<file path="src/sv/thcomp_pkg.sv">
// shared types and constants for the temperature / humidity compensation core
// no dependencies; imported by every module of the block
`default_nettype none

package thcomp_pkg;

    localparam int unsigned CfgAddrW = 3;
    localparam int unsigned CfgDataW = 24;

    // register indexes of the calibration port
    localparam logic [CfgAddrW-1:0] REG_CAL_T1    = 3'd0;
    localparam logic [CfgAddrW-1:0] REG_CAL_T2    = 3'd1;
    localparam logic [CfgAddrW-1:0] REG_CAL_T3    = 3'd2;
    localparam logic [CfgAddrW-1:0] REG_CAL_H1    = 3'd3;
    localparam logic [CfgAddrW-1:0] REG_CAL_H2    = 3'd4;
    localparam logic [CfgAddrW-1:0] REG_CAL_H3    = 3'd5;
    localparam logic [CfgAddrW-1:0] REG_CAL_H4_H5 = 3'd6;
    localparam logic [CfgAddrW-1:0] REG_CAL_H6    = 3'd7;

    // formula constants
    localparam logic signed [31:0] FINE_T_OFFSET = 32'sd76800;
    localparam logic signed [31:0] HUM_A_ROUND   = 32'sd16384;
    localparam logic signed [31:0] HUM_C_OFFSET  = 32'sd32768;
    localparam logic signed [31:0] HUM_E_OFFSET  = 32'sd2097152;
    localparam logic signed [31:0] HUM_E_ROUND   = 32'sd8192;
    localparam logic signed [31:0] HUM_MAX       = 32'sd419430400;
    localparam logic signed [35:0] TEMP_ROUND    = 36'sd128;
    localparam logic signed [35:0] TEMP_SCALE    = 36'sd5;
    localparam logic signed [35:0] TEMP_SAT_HI   = 36'sd8388607;
    localparam logic signed [35:0] TEMP_SAT_LO   = -36'sd8388608;
    localparam logic [16:0]        HUM_Q10_MAX   = 17'd102400;

    // calibration words as the datapath sees them
    typedef struct packed {
        logic        [15:0] t1;
        logic signed [15:0] t2;
        logic signed [15:0] t3;
        logic        [7:0]  h1;
        logic signed [15:0] h2;
        logic        [7:0]  h3;
        logic signed [11:0] h4;
        logic signed [11:0] h5;
        logic signed [7:0]  h6;
    } t_cal;

    // temperature results handed to the humidity section
    typedef struct packed {
        logic signed [31:0] fine;
        logic signed [23:0] temp;
        logic        [15:0] adc_hum;
    } t_temp_res;

endpackage

`default_nettype wire

</file>
<file path="src/sv/thcomp_temp_pipe.sv">
// three-stage temperature section: fine temperature and saturated centidegrees
// depends on thcomp_pkg for t_cal, t_temp_res and formula constants
`default_nettype none

module thcomp_temp_pipe (
    input  wire logic                  i_clk,
    input  wire logic                  i_rst_n,
    input  wire logic                  i_valid,
    input  wire logic [19:0]           i_adc_temp,
    input  wire logic [15:0]           i_adc_hum,
    input  wire thcomp_pkg::t_cal      i_cal,
    input  wire logic                  i_en_dn,
    output      logic                  o_en_up,
    output      logic                  o_valid,
    output      thcomp_pkg::t_temp_res o_res
);
    import thcomp_pkg::*;

    logic [2:0] r_v;
    logic       en1, en2, en3;

    // stage registers
    logic signed [31:0] r_p1, r_dd;
    logic        [15:0] r_hum1;
    logic signed [31:0] r_var1, r_q;
    logic        [15:0] r_hum2;
    t_temp_res          r_res;

    // sign / zero extended calibration words
    logic signed [31:0] t1x, t2x, t3x;
    logic signed [31:0] tx3, tx4, diff1, d;
    logic signed [31:0] n_p1, n_dd, n_var1, n_q;
    logic signed [31:0] var2, tf;
    logic signed [35:0] tf_x, t_full;
    logic signed [23:0] n_temp;

    assign en3 = !r_v[2] || i_en_dn;
    assign en2 = !r_v[1] || en3;
    assign en1 = !r_v[0] || en2;
    assign o_en_up = en1;

    assign t1x = $signed({16'd0, i_cal.t1});
    assign t2x = $signed({{16{i_cal.t2[15]}}, i_cal.t2});
    assign t3x = $signed({{16{i_cal.t3[15]}}, i_cal.t3});

    // stage 1: the two independent products
    always_comb begin
        tx3   = $signed({15'd0, i_adc_temp[19:3]});
        tx4   = $signed({16'd0, i_adc_temp[19:4]});
        diff1 = tx3 - (t1x <<< 1);
        d     = tx4 - t1x;
        n_p1  = diff1 * t2x;
        n_dd  = d * d;
    end

    // stage 2: scale and the cubic-term product
    always_comb begin
        n_var1 = r_p1 >>> 11;
        n_q    = (r_dd >>> 12) * t3x;
    end

    // stage 3: fine temperature and the saturated centidegree value
    always_comb begin
        var2   = r_q >>> 14;
        tf     = r_var1 + var2;
        tf_x   = $signed({{4{tf[31]}}, tf});
        t_full = (tf_x * TEMP_SCALE + TEMP_ROUND) >>> 8;
        if (t_full > TEMP_SAT_HI) begin
            n_temp = TEMP_SAT_HI[23:0];
        end else if (t_full < TEMP_SAT_LO) begin
            n_temp = TEMP_SAT_LO[23:0];
        end else begin
            n_temp = t_full[23:0];
        end
    end

    always_ff @(posedge i_clk) begin
        if (!i_rst_n) begin
            r_v <= '0;
        end else begin
            if (en1) r_v[0] <= i_valid;
            if (en2) r_v[1] <= r_v[0];
            if (en3) r_v[2] <= r_v[1];
        end
    end

    always_ff @(posedge i_clk) begin
        if (en1) begin
            r_p1   <= n_p1;
            r_dd   <= n_dd;
            r_hum1 <= i_adc_hum;
        end
        if (en2) begin
            r_var1 <= n_var1;
            r_q    <= n_q;
            r_hum2 <= r_hum1;
        end
        if (en3) begin
            r_res.fine    <= tf;
            r_res.temp    <= n_temp;
            r_res.adc_hum <= r_hum2;
        end
    end

    assign o_valid = r_v[2];
    assign o_res   = r_res;

`ifndef SYNTHESIS
    a_accept_enters: assert property (@(posedge i_clk) disable iff (!i_rst_n)
        i_valid && o_en_up |=> r_v[0])
        else $error("accepted reading did not enter the first stage");
`endif

endmodule

`default_nettype wire

</file>
<file path="config.mk">
export PLATFORM = sky130hd
export DESIGN_NAME = thcomp_temp_pipe
export DESIGN_NICKNAME = d
export VERILOG_FILES = /design/src/sv/thcomp_pkg.sv /design/src/sv/thcomp_temp_pipe.sv
export SDC_FILE = /design/constraint.sdc
export NUM_CORES = 2
export LEC_CHECK = 0
export ABC_AREA = 1
export BUFFER_PORTS_ARGS = -buffer_cell sky130_fd_sc_hd__buf_2
export CORE_ASPECT_RATIO = 0.75
export CORE_MARGIN = 4
export CORE_UTILIZATION = 28
export DETAILED_ROUTE_END_ITERATION = 16
export GPL_ROUTABILITY_DRIVEN = 0
export GPL_TIMING_DRIVEN = 0
export SYNTH_ARGS = -nofsm -noshare
export SYNTH_HDL_FRONTEND = slang
export SYNTH_SLANG_ARGS = --single-unit
</file>
<file path="constraint.sdc">
create_clock -name i_clk -period 12.4 [get_ports i_clk]
set_clock_uncertainty 0.1 [all_clocks]
set_input_delay 2.48 -clock i_clk [delete_from_list [all_inputs] [get_ports i_clk]]
set_output_delay 2.48 -clock i_clk [all_outputs]
set_load 0.005 [all_outputs]
</file>
==> flow_summary.ini <==
[outcome]
outcome = finished clean

[sta]
setup_tns_ps = 0
setup_ws_ps = 1840
fin_crit_ps = 10560
maxSlewHeadroom = 0.300
rsz0062_at_grt = false
slew_violations = 0
fin_crit_sh = 0.851
hold_violations = 0
fmaxAchievable_ghz = 0.0947
worst_pin_slew_ps = 1050
finalSetupViolations = 0

[synthesis]
yosysMostFrequentCell = inv_1
synth_seq_cells = 173
synth_top_cell_area_share = 0.411
postSynth.asyncResetShare = 0
yosys_warnings = 0
syn-cell-area_um2 = 39900
synth-main-ff-cell = edfxtp_1
synth_area_per_cell_um2 = 8.55
synth_area_leaders = fa_1, edfxtp_1, inv_1
ys_seq_area_frac = 0.129
synth-edff-count = 170
synth_area_leader_cell = fa_1
synth_nets = 5967
ys_types = 51
synthCells = 4667
synth_common_cells = inv_1, nand2_1, fa_1

[critical_path]
critPathArrivalTime_ps = 10610
slowest_delay_ps = 730
cp-start-kind = input pin
end_kind = register
path_class = in2reg
timing.rr.end = r_q[31]
cpMaxStageDelayCell = clkbuf_1
crit_required_ps = 12450
cp_max_fo = 10
r2r_slack_ps = 4950
reg2reg_depth = 22
r2r-start = r_dd[25]

[detailed_routing]
num_vias = 30700
drt-pass1-iter-count = 8
antenna_left = 0
drt_iter0_markers = 2828
routed_wl_mm = 113
via_per_inst = 4.57
drc_errors = 0
post_drt_wl_per_cell_um = 16.8

[floorplan]
die_h_um = 335
ios = 226
start_util = 0.283
rows = 119
core_um2 = 141000
die-area_um2 = 149000
die_width_um = 444

[clocking]
cts_num_sinks = 173
clk_path_buf_depth = 2
cts_setup_buffers = 0
root_buffer = clkbuf_16
cts_buffers = 17
cts_hold_repair.buffers = 0
ctsResizeCount = 0
clk_pin_slew_worst_paths_ps = 80
cts_tree = built
worstSkewPairLatency_ps = 450
h-tree-depth = 4

[min_path]
hold_path_end = r_var1[5]
hp-start = r_p1[16]
hp-class = reg2reg
holdPathStages = 0

[grt]
grt_max_degree = 60
grt_pass1_vias = 31500
grt_pass1_wl_mm = 180
overflow = 0
track_usage = 0.155
antenna_found_initial = 8

[layout]
drive_gt1_frac = 0.0578
final_util = 0.309
area_delta_synth_final_pct = 9.23
fin_cells = 6719
finalNetCount = 6130

[place]
dp_cells = 6686
hpwl_mm = 97.5
post-place-ws_ps = 1460
io_buffers = 142

[job]
max_cap_viol_count = 0
per-layer routing:
layer	share of wire	global-route usage	up-vias
li1	-	-	14000
met1	0.46	0.232	15300
met2	0.41	0.225	1354
met3	0.11	0.0430	96
met4	0.015	0.0226	2
met5	0.00012	0	-
through the flow:
step                      hold WS, ps  instance area (µm²)
after floorplan                   300                39900
after global placement            301                43000
after detailed placement          305                43000
after CTS                         320                43600
after global routing              316                43600
final                             310                43600
cells by family (layout without fill, tap and decap cells):
kind of cell / Yosys count / count (layout) / share of synthesized area
flip-flops: 173 / 173 / 0.129
adder cells (fa/ha/maj): 1148 / 1148 / 0.514
AND/OR/NAND/NOR: 1484 / 1484 / 0.149
buffers and inverters: 1440 / 1616 / 0.138
multiplexers: 1 / 1 / 0.000282
other: 0 / 1 / 0
AO/OA/AOI/OAI: 303 / 303 / 0.0432
XOR/XNOR: 118 / 118 / 0.0263
how the worst max path moves through the flow:
stage | from | endpoint | slack (ps) | cells past startpoint
floorplan | i_adc_temp[4] | r_dd[31] | 3460 | 30
global placement | i_adc_temp[4] | r_dd[31] | 1550 | 28
detailed placement | i_adc_temp[4] | r_dd[31] | 1460 | 28
CTS | i_adc_temp[4] | r_dd[31] | 1920 | 28
global route | i_adc_temp[4] | r_dd[31] | 1560 | 28
finish | i_adc_temp[4] | r_dd[31] | 1840 | 29
worst max-delay path, delay by kind of cell:
kind | cells | cell delay, ps
compound gates | 4 | 1190
fa+ha+maj | 9 | 4170
buf+inv | 6 | 1350
simple gates | 10 | 1390
state kept, by name, indices dropped and copies added, names as in the netlist:
| register | count |
|---|---|
| r_q | 18 |
| r_v | 3 |
| o_res | 58 |
| r_p1 | 21 |
| r_dd | 20 |
| r_hum1 | 16 |
| r_hum2 | 16 |
| r_var1 | 21 |
area by class of cell:
class	count	area [µm²]
Buffer	135	623
Multi-Input combinational cell	3054	29200
Fill cell	14900	97400
Sequential cell	173	5160
Clock buffer	17	425
Inverter	1305	4900
Tap cell	1875	2350
Timing Repair Buffer	144	751
Antenna cell	1	2.50
Clock inverter	15	149
layout by cell type, fill, tap and decap left out, types with 4 or more instances in the layout:
master	n
o21ai_0	73
clkinv_1	4
nor4_1	10
fa_1	819
a211oi_1	4
inv_2	10
clkbuf_1	88
a31oi_1	10
nand2_1	975
xor2_1	86
or2_2	23
o211ai_1	5
nand2_2	7
nand3b_1	7
edfxtp_1	170
buf_2	166
inv_6	6
xnor2_1	30
buf_4	17
a21o_1	18
a21oi_1	149
o21bai_1	15
clkbuf_16	17
o221ai_1	4
nand4_1	19
a21boi_0	6
inv_1	1290
nor2_1	311
ha_1	329
o21a_1	4
nor3_1	29
nand3_1	89
Power is not shown: default switching activity piles up to over one toggle a cycle in this logic, so the estimate is an artifact.
