### config.mk
export PLATFORM = sky130hd
export DESIGN_NAME = thcomp_cfg_regs
export DESIGN_NICKNAME = d
export VERILOG_FILES = /design/src/sv/thcomp_pkg.sv /design/src/sv/thcomp_cfg_regs.sv
export SDC_FILE = /design/constraint.sdc
export NUM_CORES = 1
export LEC_CHECK = 0
export BUFFER_PORTS_ARGS = -buffer_cell sky130_fd_sc_hd__buf_4
export CAP_MARGIN = 15
export CORE_MARGIN = 4
export CORE_UTILIZATION = 49
export DETAILED_ROUTE_END_ITERATION = 10
export GPL_TIMING_DRIVEN = 0
export PLACE_DENSITY_LB_ADDON = 0.08
export SYNTH_ARGS = -nofsm -noshare
export SYNTH_HDL_FRONTEND = slang
export SYNTH_SLANG_ARGS = --single-unit
### constraint.sdc
create_clock -name i_clk -period 1.4 [get_ports i_clk]
set_input_delay 0.07 -clock i_clk [delete_from_list [all_inputs] [get_ports i_clk]]
set_output_delay 0.07 -clock i_clk [all_outputs]
set_load 0.01 [all_outputs]
### src/sv/thcomp_pkg.sv
// shared types and constants for the temperature / humidity compensation core
// no dependencies; imported by every module of the block
`default_nettype none

package thcomp_pkg;

    localparam int unsigned CfgAddrW = 3;
    localparam int unsigned CfgDataW = 24;

    // register indexes of the calibration port
    localparam logic [CfgAddrW-1:0] REG_CAL_T1    = 3'd0;
    localparam logic [CfgAddrW-1:0] REG_CAL_T2    = 3'd1;
    localparam logic [CfgAddrW-1:0] REG_CAL_T3    = 3'd2;
    localparam logic [CfgAddrW-1:0] REG_CAL_H1    = 3'd3;
    localparam logic [CfgAddrW-1:0] REG_CAL_H2    = 3'd4;
    localparam logic [CfgAddrW-1:0] REG_CAL_H3    = 3'd5;
    localparam logic [CfgAddrW-1:0] REG_CAL_H4_H5 = 3'd6;
    localparam logic [CfgAddrW-1:0] REG_CAL_H6    = 3'd7;

    // formula constants
    localparam logic signed [31:0] FINE_T_OFFSET = 32'sd76800;
    localparam logic signed [31:0] HUM_A_ROUND   = 32'sd16384;
    localparam logic signed [31:0] HUM_C_OFFSET  = 32'sd32768;
    localparam logic signed [31:0] HUM_E_OFFSET  = 32'sd2097152;
    localparam logic signed [31:0] HUM_E_ROUND   = 32'sd8192;
    localparam logic signed [31:0] HUM_MAX       = 32'sd419430400;
    localparam logic signed [35:0] TEMP_ROUND    = 36'sd128;
    localparam logic signed [35:0] TEMP_SCALE    = 36'sd5;
    localparam logic signed [35:0] TEMP_SAT_HI   = 36'sd8388607;
    localparam logic signed [35:0] TEMP_SAT_LO   = -36'sd8388608;
    localparam logic [16:0]        HUM_Q10_MAX   = 17'd102400;

    // calibration words as the datapath sees them
    typedef struct packed {
        logic        [15:0] t1;
        logic signed [15:0] t2;
        logic signed [15:0] t3;
        logic        [7:0]  h1;
        logic signed [15:0] h2;
        logic        [7:0]  h3;
        logic signed [11:0] h4;
        logic signed [11:0] h5;
        logic signed [7:0]  h6;
    } t_cal;

    // temperature results handed to the humidity section
    typedef struct packed {
        logic signed [31:0] fine;
        logic signed [23:0] temp;
        logic        [15:0] adc_hum;
    } t_temp_res;

endpackage

`default_nettype wire

### src/sv/thcomp_cfg_regs.sv
// calibration register file of the compensation core
// depends on thcomp_pkg for register indexes and the t_cal struct
`default_nettype none

module thcomp_cfg_regs (
    input  wire logic                          i_clk,
    input  wire logic                          i_rst_n,
    input  wire logic                          i_cfg_we,
    input  wire logic [thcomp_pkg::CfgAddrW-1:0] i_cfg_addr,
    input  wire logic [thcomp_pkg::CfgDataW-1:0] i_cfg_wdata,
    output      thcomp_pkg::t_cal              o_cal
);
    import thcomp_pkg::*;

    t_cal r_cal;

    always_ff @(posedge i_clk) begin
        if (!i_rst_n) begin
            r_cal <= '0;
        end else if (i_cfg_we) begin
            unique case (i_cfg_addr)
                REG_CAL_T1:    r_cal.t1 <= i_cfg_wdata[15:0];
                REG_CAL_T2:    r_cal.t2 <= $signed(i_cfg_wdata[15:0]);
                REG_CAL_T3:    r_cal.t3 <= $signed(i_cfg_wdata[15:0]);
                REG_CAL_H1:    r_cal.h1 <= i_cfg_wdata[7:0];
                REG_CAL_H2:    r_cal.h2 <= $signed(i_cfg_wdata[15:0]);
                REG_CAL_H3:    r_cal.h3 <= i_cfg_wdata[7:0];
                REG_CAL_H4_H5: begin
                    r_cal.h4 <= $signed(i_cfg_wdata[23:12]);
                    r_cal.h5 <= $signed(i_cfg_wdata[11:0]);
                end
                REG_CAL_H6:    r_cal.h6 <= $signed(i_cfg_wdata[7:0]);
            endcase
        end
    end

    assign o_cal = r_cal;

endmodule

`default_nettype wire

==> summary.txt, run 1 <==
Timing
  – Final period util: 89.0%
  – Final worst slack: 0.154 ns
  – Worst-Margin Slew: 0.588 ns
  – Pins Over Slew Limit: 0
  – Slew margin rel.: 60.7%
  – Post-layout min period: 1.25 ns
  – Final hold vios: 0
  – Setup Skew: 0 ns
  – Fmax: 803 MHz
  – Final Setup Violations: 0
  – Unrepaired setup endpoints after global routing: false

Setup path
  – Crit. End Element: flop
  – CP most frequent cell: clkbuf_1
  – R2R Path Start: o_cal[51]$_SDFFE_PN0P_
  – Reg2Reg Depth: 2
  – Critical path buffer and inverter count: 2
  – Kind of critical path: input port to flop
  – Crit-path slowest cell: clkbuf_1
  – Critical-path maximum fanout: 10
  – CP Data Arrival Time: 1.53 ns
  – Crit path largest cell delay: 0.47 ns
  – Worst reg2reg path endpoint: o_cal[51]$_SDFFE_PN0P_
  – Critical Path RT: 1.69 ns
  – Critical path's top delay family: buffers and inverters
  – Worst-path cell chain: clkbuf_1 -> clkbuf_1 -> nand2_1 -> mux2i_1
  – CP startpoint kind: input port
  – R2R setup slack: 0.74 ns

Route
  – Antenna-violating nets left: 0
  – Final WL: 10,900 µm
  – Vias: 3,289
  – DRC viols: 0
  – Met3 routed WL: 791 µm
  – Iter 0 DRT Violations: 67
  – Drt pass-1 iters: 4
  – DR vias/cell: 4.95
  – Met2 Wirelength: 5140 µm
  – Top sig layer: met4
  – WL/cell: 16.4 µm
  – Metal-1 WL: 4850 µm

Yosys
  – Mapped Area: 4080 µm²
  – Prevailing post-synth register cell: dfxtp_1
  – Commonest cells in the netlist: nand2_1 (136), dfxtp_1 (112), mux2i_1 (112), clkbuf_1 (12), buf_2 (11)
  – Area contributors post-synth: dfxtp_1 (55%), mux2i_1 (27%), nand2_1 (13%), buf_2 (1.3%), clkbuf_1 (1.1%)
  – FFs w/ async S/R, synth: 0%
  – Yosys reg bits: 112
  – Post-synthesis sequential area ratio: 54.9%
  – Cell variety after synth: 13
  – Synth Warn #: 0
  – Number of flops mapped to enable cells by yosys: 0
  – Post-Syn Area per Cell: 10.3 µm²
  – Mapped Nets: 426
  – Top cell type's share of synthesized area: 54.9%
  – Cells after Synth: 396
  – Count leader, synth: nand2_1
  – Biggest area consumer among synthesized cells: dfxtp_1

Clock network
  – Setup bufs post-CTS: 0
  – Num CTS Buffers: 9
  – CTS tree: built
  – Worst skew pair latency: 0.36 ns
  – Clock Path Buffers: 2
  – Clock transition at path regs: 0.10 ns
  – Clk root buf: clkbuf_8
  – CTS H-Tree Depth: 3
  – # clock sinks: 112

Min path
  – Hold_sp: i_cfg_wdata[11]
  – Endpoint, Worst Hold: o_cal[107]$_SDFFE_PN0P_
  – WHS Path Cells: 3
  – Hold Path Class: input port to flop

Global route
  – GRT overflow: 0
  – Vias in the first global route: 3,245
  – Total Routing Usage GR: 22.4%
  – Largest net degree at the start of global routing: 18
  – First-pass GRT wire length: 17,200 µm
  – Initial antenna violation count: 0

Power
  – Internal power: 0.00443 W
  – Lkg Pwr: 2.95 nW
  – Comb pwr share: 9.1%
  – Clk network pwr share: 33.9%
  – Max IR drop VDD: 0.730 mV
  – Switch share: 23.4%
  – Pwr Total: 0.00578 W
  – Switching power total: 0.00136 W
  – Flop pwr share: 57.0%
  – Pwr per Cell Area: 1040 nW/µm²

Placed design
  – Routability Congestion: 0.776
  – PortBufs: 140
  – HPWL after DPL: 7830 µm
  – Post-place setup slack: -0.292 ns

Floorplan
  – Die ar.: 9860 µm²
  – Die width: 99.3 µm
  – IO Pins: 142
  – Initial Util: 49.9%
  – Core Rows: 33
  – Core area: 8180 µm²
  – Die Span Y: 99.3 µm

Layout
  – Area taken by multi-input logic gates: 1710 µm²
  – Layout fillers: 671
  – ANT cells: 0
  – Layout area overhead: 36.0%
  – Register Area: 2240 µm²
  – Final net count: 585
  – Layout cell share with drive strength beyond 1: 30.2%
  – Max reg flops: 112

Flow run
  – Maxcap violations: 0

Status
  – Status: complete, no violations
cell type report:
class	count	share of cell area (%)
Clock inverter	4	0.946
Timing Repair Buffer	148	20.4
Tap cell	105	2.37
Multi-Input combinational cell	256	30.7
Clock buffer	12	2.79
Sequential cell	112	40.4
Buffer	28	2.41
how the worst max path moves through the flow:
stage	start	to	slack (ns)	cells past startpoint
after CTS	i_rst_n	o_cal[15]$_SDFFE_PN0P_	0.11	4
final	i_rst_n	o_cal[86]$_SDFFE_PN0P_	0.15	4
after floorplan	i_cfg_addr[0]	o_cal[102]$_SDFFE_PN0P_	0.27	4
after global placement	i_rst_n	o_cal[87]$_SDFFE_PN0P_	-0.23	4
after detailed placement	i_rst_n	o_cal[86]$_SDFFE_PN0P_	-0.29	4
after global routing	i_rst_n	o_cal[7]$_SDFFE_PN0P_	0.03	4
per-layer routing:
metal,GRT usage (%),vias up
met5,0,-
li1,-,1620
met2,36.5,97
met3,7.43,7
met1,29.1,1565
met4,4.62,0
layout by cell type, fill, tap and decap left out, drive strengths merged:
| cell | Yosys | routed |
|---|---|---|
| mux2i | 112 | 112 |
| clkinv | 0 | 3 |
| nand4b | 3 | 3 |
| dlygate4sd3 | 0 | 8 |
| or4b | 1 | 1 |
| clkbuf | 12 | 24 |
| bufinv | 0 | 1 |
| nor4bb | 1 | 1 |
| buf | 16 | 156 |
| nand4bb | 2 | 2 |
| nand2 | 136 | 136 |
| dfxtp | 112 | 112 |
| nand4 | 1 | 1 |
timing repair:
item,in CTS,in global routing
endpoints found under the setup margin,0,0
resized for setup,0,0
hold buffers,8,0
endpoints found under the hold margin,8,0
metrics by stage:
| stage | instances | instance area (µm²) | util, % | hold slack [ns] | TNS (ns) |
|---|---|---|---|---|---|
| after floorplan | 396 | 4080 | - | 0.209 | 0 |
| after CTS | 665 | 5550 | 67.9 | 0.0484 | 0 |
| after detailed placement | 641 | 5270 | 64.4 | 0.334 | -8.76 |
| after global routing | 665 | 5550 | 67.9 | 0.0786 | 0 |
| after global placement | 641 | 5270 | 64.4 | 0.325 | -5.43 |
| final | 665 | 5550 | 67.9 | 0.0556 | 0 |
power groups by stage:
stage | clock network [W] | logic [W] | registers (W)
after global placement | 0 | 0.000507 | 0.00336
final | 0.00196 | 0.000529 | 0.00329
after detailed placement | 0 | 0.000516 | 0.00337
after floorplan | 0 | 0.000218 | 0.00339
after CTS | 0.00200 | 0.000535 | 0.00329
after global routing | 0.00211 | 0.000575 | 0.00330
worst reg2reg max path, stage by stage (launching register included):
cell	delay [ns]
dfxtp_1	0.37
nand2_1	0.07
mux2i_1	0.15
cell families after synthesis:
family	Yosys count	synth area share [%]
buffers and inverters	28	3.28
and+or+nand+nor	144	14.3
muxes	112	27.5
DFF	112	54.9
No activity file was read; power rests on OpenSTA's default activity.
==> run 2, diff against run 1 <==
RECOVER_POWER = 25   (was default)
SLEW_MARGIN = 20   (was default)
==> run 2 against run 1 <==
  * Highest routed layer unchanged
  * Clock skew is the same
  * First-iteration DRC count grew 1.5%
  * Utilization shrank 2.6 points
  * Fmax shrank 1.6%
  * Via count grew 1.1%
  * Wire length grew 0.66%
  * Clock power is essentially flat
  * Largest cell class unchanged
  * Clock-buffer cell count is the same
==> summary.txt, run 2 (same netlist as run 1, synthesis figures left out) <==
Status
  – Status: complete, no violations

Setup path
  – Kind of critical path: input port to flop
  – R2R setup slack: 0.73 ns (about the same)
  – R2R Path Start: o_cal[51]$_SDFFE_PN0P_
  – CP Data Arrival Time: 1.55 ns (+0.02 ns)
  – Critical-path maximum fanout: 10 (unchanged)
  – CP startpoint kind: input port
  – Crit. End Element: flop
  – Reg2Reg Depth: 2 (unchanged)
  – Worst reg2reg path endpoint: o_cal[51]$_SDFFE_PN0P_
  – Critical Path RT: 1.69 ns (about the same)

Min path
  – Endpoint, Worst Hold: o_cal[107]$_SDFFE_PN0P_
  – Hold Path Class: input port to flop
  – Hold_sp: i_cfg_wdata[11]
  – WHS Path Cells: 3 (unchanged)

Global route
  – Vias in the first global route: 3,245 (unchanged)
  – Initial antenna violation count: 0 (unchanged)
  – GRT overflow: 0 (unchanged)
  – Total Routing Usage GR: 22.4% (unchanged)
  – Largest net degree at the start of global routing: 18 (unchanged)
  – First-pass GRT wire length: 17,200 µm (unchanged)

Layout
  – Area taken by multi-input logic gates: 1710 µm² (unchanged)
  – Commonest non-fill, non-tap cell in the layout: nand2_1
  – Max reg flops: 112 (unchanged)
  – Layout fillers: 727 (+8.3%)
  – Register Area: 2240 µm² (unchanged)
  – Commonest non-fill, non-tap cells in the layout: nand2_1 (136), mux2i_1 (112), dfxtp_1 (112), buf_4 (86), clkbuf_1 (69)
  – Final net count: 585 (unchanged)
  – ANT cells: 0 (unchanged)
  – Util after Layout: 65.4% (-2.6 points)
  – Finished Layout Cells: 665 (unchanged)
  – Layout area overhead: 30.9%
  – Layout cell share with drive strength beyond 1: 20.2% (-10 points)

Clock network
  – Setup bufs post-CTS: 0 (unchanged)
  – Worst skew pair latency: 0.35 ns (about the same)
  – CTS hold repair buffers: 8 (unchanged)
  – CTS tree: built
  – CTS H-Tree Depth: 3 (unchanged)
  – Num CTS Buffers: 9 (unchanged)
  – Post-CTS Resized: 0 (unchanged)
  – Clock Path Buffers: 2 (unchanged)
  – Clock transition at path regs: 0.10 ns (about the same)
  – # clock sinks: 112 (unchanged)
  – Clk root buf: clkbuf_8

Floorplan
  – IO Pins: 142 (unchanged)
  – Die ar.: 9860 µm² (unchanged)
  – Initial Util: 49.9% (unchanged)
  – Die Span Y: 99.3 µm (unchanged)
  – Core area: 8180 µm² (unchanged)
  – Core Rows: 33 (unchanged)
  – Die width: 99.3 µm (unchanged)

Timing
  – Fmax: 790 MHz (-1.6%)
  – Hold Slack: 0.0562 ns (+0.000630 ns)
  – Final period util: 90.4% (+1.4 points)
  – Pins Over Slew Limit: 0 (unchanged)
  – Slew margin rel.: 59.8% (-0.92 points)
  – Worst-Margin Slew: 0.602 ns (+0.0138 ns)
  – Final hold vios: 0 (unchanged)
  – Final Setup Violations: 0 (unchanged)
  – Final worst slack: 0.135 ns (-0.0196 ns)
  – Unrepaired setup endpoints after global routing: false
  – Post-layout min period: 1.27 ns (+0.0196 ns)
  – Setup Skew: 0 ns (unchanged)

Power
  – Lkg Pwr: 2.71 nW (-8.0%)
  – Flop pwr share: 57.2% (+0.2 points)
  – Comb pwr share: 8.7% (-0.4 points)
  – Pwr per Cell Area: 1080 nW/µm² (+3.4%)
  – Switch share: 23.5% (+0.096 points)
  – Clk network pwr share: 34.0% (about the same)
  – Internal power: 0.00440 W (-0.61%)
  – Max IR drop VDD: 0.728 mV (-0.29%)
  – Switching power total: 0.00135 W (about the same)

Route
  – Antenna-violating nets left: 0 (unchanged)
  – DRC viols: 0 (unchanged)
  – DR vias/cell: 5.00 (+1.1%)
  – Final WL: 10,900 µm (+0.66%)
  – Iter 0 DRT Violations: 68 (+1.5%)
  – WL/cell: 16.5 µm (+0.66%)
  – Vias: 3,324 (+1.1%)
  – Drt pass-1 iters: 4 (unchanged)

Placed design
  – Routability Congestion: 0.776 (unchanged)
  – PortBufs: 140 (unchanged)
  – HPWL after DPL: 7830 µm (unchanged)
  – Post-place setup slack: -0.292 ns (unchanged)
  – Placed insts: 641 (unchanged)

Flow run
  – Maxcap violations: 0 (unchanged)
## run 2: worst max path at each step
stage                       start  cells after the start  slack [ns]                 endpoint
global placement          i_rst_n                      4       -0.23   o_cal[87]$_SDFFE_PN0P_
CTS                       i_rst_n                      4        0.11   o_cal[15]$_SDFFE_PN0P_
global route              i_rst_n                      4        0.03    o_cal[7]$_SDFFE_PN0P_
detailed placement        i_rst_n                      4       -0.29   o_cal[86]$_SDFFE_PN0P_
finish                    i_rst_n                      4        0.13   o_cal[86]$_SDFFE_PN0P_
floorplan           i_cfg_addr[0]                      4        0.27  o_cal[102]$_SDFFE_PN0P_
## run 2: worst max-delay path: stages
cell and delay (ns):
clkbuf_1 0.35, clkbuf_1 0.48, nand2_1 0.40, mux2i_1 0.25
## run 2: power groups by stage
stage	Combinational (W)	Sequential [W]	Clock, W
after floorplan	0.000218	0.00339	0
after global placement	0.000507	0.00336	0
after detailed placement	0.000516	0.00337	0
after CTS	0.000535	0.00329	0.00200
after global routing	0.000548	0.00330	0.00211
final	0.000502	0.00329	0.00196
## run 2: per-stage QoR
step | cell area (µm²) | power (W) | setup TNS (ns)
floorplan | 4080 | 0.00361 | 0
finish | 5340 | 0.00575 | 0
global placement | 5270 | 0.00387 | -5.43
detailed placement | 5270 | 0.00388 | -8.76
CTS | 5550 | 0.00583 | 0
global route | 5340 | 0.00596 | 0
## run 2: layer usage
layer	vias to the layer above	share of wire [%]	track usage, %
li1	1620	-	-
met1	1592	44	29.1
met2	106	47	36.5
met3	6	8.1	7.43
met4	0	0.72	4.62
met5	-	0	0
## run 2: final cells by class
class | count | area share [%]
Tap cell | 105 | 2.46
Multi-Input combinational cell | 256 | 31.9
Timing Repair Buffer | 148 | 17.2
Buffer | 28 | 2.51
Sequential cell | 112 | 42.0
Clock inverter | 4 | 0.984
Clock buffer | 12 | 2.90
==> run 3, diff against run 2 <==
CAP_MARGIN = default   (was 15)
CORE_UTILIZATION = 51   (was 49)
CTS_BUF_LIST = sky130_fd_sc_hd__clkbuf_8   (was default)
==> run 3 against run 2 <==
  * Critical path depth did not move
  * Clock-buffer cell count fell by 3
  * Clock skew stayed put
  * Non-clock buffer count stayed put
  * Via count about the same
  * Largest power group unchanged
  * Highest routed layer unchanged
==> summary.txt, run 3 (same netlist as run 1, synthesis figures left out) <==
Status
  – Status: complete, no violations

Route
  – DRC viols: 0 (unchanged)
  – WL/cell: 16.7 µm (+1.4%)
  – Vias: 3,323 (-0.030%)
  – Iter 0 DRT Violations: 77 (+13%)
  – DR vias/cell: 5.03 (+0.57%)
  – Antenna-violating nets left: 0 (unchanged)
  – Final WL: 11,000 µm (+0.77%)
  – Drt pass-1 iters: 4 (unchanged)

Setup path
  – CP startpoint kind: input port
  – Crit path largest cell delay: 0.45 ns (-0.03 ns)
  – Critical path buffer and inverter count: 2 (unchanged)
  – CP Data Arrival Time: 1.51 ns (-0.04 ns)
  – Critical Path RT: 1.68 ns (about the same)
  – Critical-path maximum fanout: 10 (unchanged)
  – Crit. End Element: flop
  – Worst-path cell chain: clkbuf_1 -> clkbuf_1 -> nand2_1 -> mux2i_1
  – CP most frequent cell: clkbuf_1
  – Kind of critical path: input port to flop
  – Crit-path slowest cell: clkbuf_1
  – Critical path's top delay family: buffers and inverters

Layout
  – Final net count: 585 (unchanged)
  – Layout fillers: 673 (-7.4%)
  – Register Area: 2240 µm² (unchanged)
  – Commonest non-fill, non-tap cell in the layout: nand2_1
  – Max reg flops: 112 (unchanged)
  – Area taken by multi-input logic gates: 1710 µm² (unchanged)
  – Commonest non-fill, non-tap cells in the layout: nand2_1 (136), mux2i_1 (112), dfxtp_1 (112), buf_4 (86), clkbuf_1 (68)
  – Layout cell share with drive strength beyond 1: 19.7% (-0.50 points)
  – Layout area overhead: 30.6%
  – ANT cells: 0 (unchanged)

Timing
  – Post-layout min period: 1.23 ns (-0.0402 ns)
  – Worst-Margin Slew: 0.606 ns (+0.00401 ns)
  – Pins Over Slew Limit: 0 (unchanged)
  – Fmax: 816 MHz (+3.3%)
  – Final Setup Violations: 0 (unchanged)
  – Final hold vios: 0 (unchanged)
  – Final worst slack: 0.175 ns (+0.0402 ns)
  – Final period util: 87.5% (-2.9 points)
  – Unrepaired setup endpoints after global routing: false
  – Slew margin rel.: 59.5% (-0.27 points)
  – Setup Skew: 0 ns (unchanged)
  – Hold Slack: 0.0704 ns (+0.0142 ns)

Floorplan
  – Die width: 97.5 µm (-1.8%)
  – Die Span Y: 97.5 µm (-1.8%)
  – Initial Util: 52.6% (+2.6 points)
  – Die ar.: 9500 µm² (-3.6%)
  – Core Rows: 32 (-3.0%)
  – Core area: 7770 µm² (-5.0%)
  – IO Pins: 142 (unchanged)

Placed design
  – Routability Congestion: 0.755 (-2.6%)
  – HPWL after DPL: 7930 µm (+1.3%)
  – Post-place setup slack: -0.219 ns (+0.0733 ns)
  – PortBufs: 140 (unchanged)

Clock network
  – CTS tree: built
  – Clock transition at path regs: 0.09 ns (about the same)
  – Clock Path Buffers: 2 (unchanged)
  – Clk root buf: clkbuf_8
  – # clock sinks: 112 (unchanged)
  – Num CTS Buffers: 9 (unchanged)
  – Setup bufs post-CTS: 0 (unchanged)
  – CTS H-Tree Depth: 3 (unchanged)
  – Worst skew pair latency: 0.35 ns (about the same)

Global route
  – Initial antenna violation count: 0 (unchanged)
  – Largest net degree at the start of global routing: 17 (-1)
  – First-pass GRT wire length: 17,500 µm (+1.6%)
  – Vias in the first global route: 3,374 (+4.0%)
  – Total Routing Usage GR: 23.1% (+0.69 points)
  – GRT overflow: 0 (unchanged)

Power
  – Max IR drop VDD: 0.621 mV (-15%)
  – Lkg Pwr: 2.72 nW (about the same)
  – Pwr per Cell Area: 1080 nW/µm² (+0.64%)

Flow run
  – Maxcap violations: 0 (unchanged)

Min path
  – Hold Path Class: input port to flop
==> run 3: changes by cell type in the layout (fill, tap and decap cells not counted), sizes merged <==
| cell | delta |
|---|---|
| clkinv | -3 |
| clkinvlp | +1 |
| inv | +3 |
| bufinv | +1 |
| clkbuf | -3 |
==> run 3: cell type report <==
class / count / share of cell area [%]
well taps: 102 / 2.39
plain buffers: 28 / 2.51
clock buffers: 9 / 2.32
flip-flops and latches: 112 / 42.0
multi-input cells: 256 / 32.0
clock inverters: 6 / 1.48
repair buffers: 148 / 17.3
==> run 3: metrics by stage <==
stage	utilization [%]	setup TNS [ns]	cells	cell area (µm²)	total power [W]
6_report	68.7	0	661	5330	0.00578
5_1_grt	68.7	0	661	5330	0.00598
4_1_cts	71.4	0	661	5540	0.00585
3_5_place_dp	67.7	-4.85	638	5260	0.00388
3_3_place_gp	67.7	-4.11	638	5260	0.00387
2_1_floorplan	-	0	396	4080	0.00361
==> run 3: what timing repair did <==
item / in CTS / in global routing
gates resized for setup: 0 / 0
endpoints found under the hold margin: 8 / 0
hold buffers: 8 / 0
==> run 3: tightest hold or removal path, cell delays in order <==
cell and delay (ns):
buf_4 0.08, nand2_1 0.10, mux2i_1 0.13
==> run 3: power by group <==
group | total (W) | internal (W) | switching (W)
logic | 0.000505 | 0.000214 | 0.000290
clock network | 0.00198 | 0.000981 | 0.00100
registers | 0.00329 | 0.00325 | 0.0000379
total | 0.00578 | 0.00445 | 0.00133
==> run 3: metal layers <==
metal / up-vias / GRT usage, % / part of all wire (%)
met3: 15 / 6.46 / 7.3
met1: 1565 / 28.7 / 43
met4: 0 / 7.88 / 1.7
met2: 115 / 38.4 / 48
li1: 1628 / - / -
met5: - / 0 / 0
==> run 3: final timing paths <==
path	end	slack, ns	depth (start not counted)	from
setup / recovery	o_cal[46]$_SDFFE_PN0P_	0.17	4	i_rst_n
hold / removal	o_cal[51]$_SDFFE_PN0P_	0.07	3	i_cfg_wdata[11]
setup reg to reg	o_cal[103]$_SDFFE_PN0P_	0.74	2	o_cal[103]$_SDFFE_PN0P_
hold reg to reg	o_cal[90]$_SDFFE_PN0P_	0.46	2	o_cal[90]$_SDFFE_PN0P_
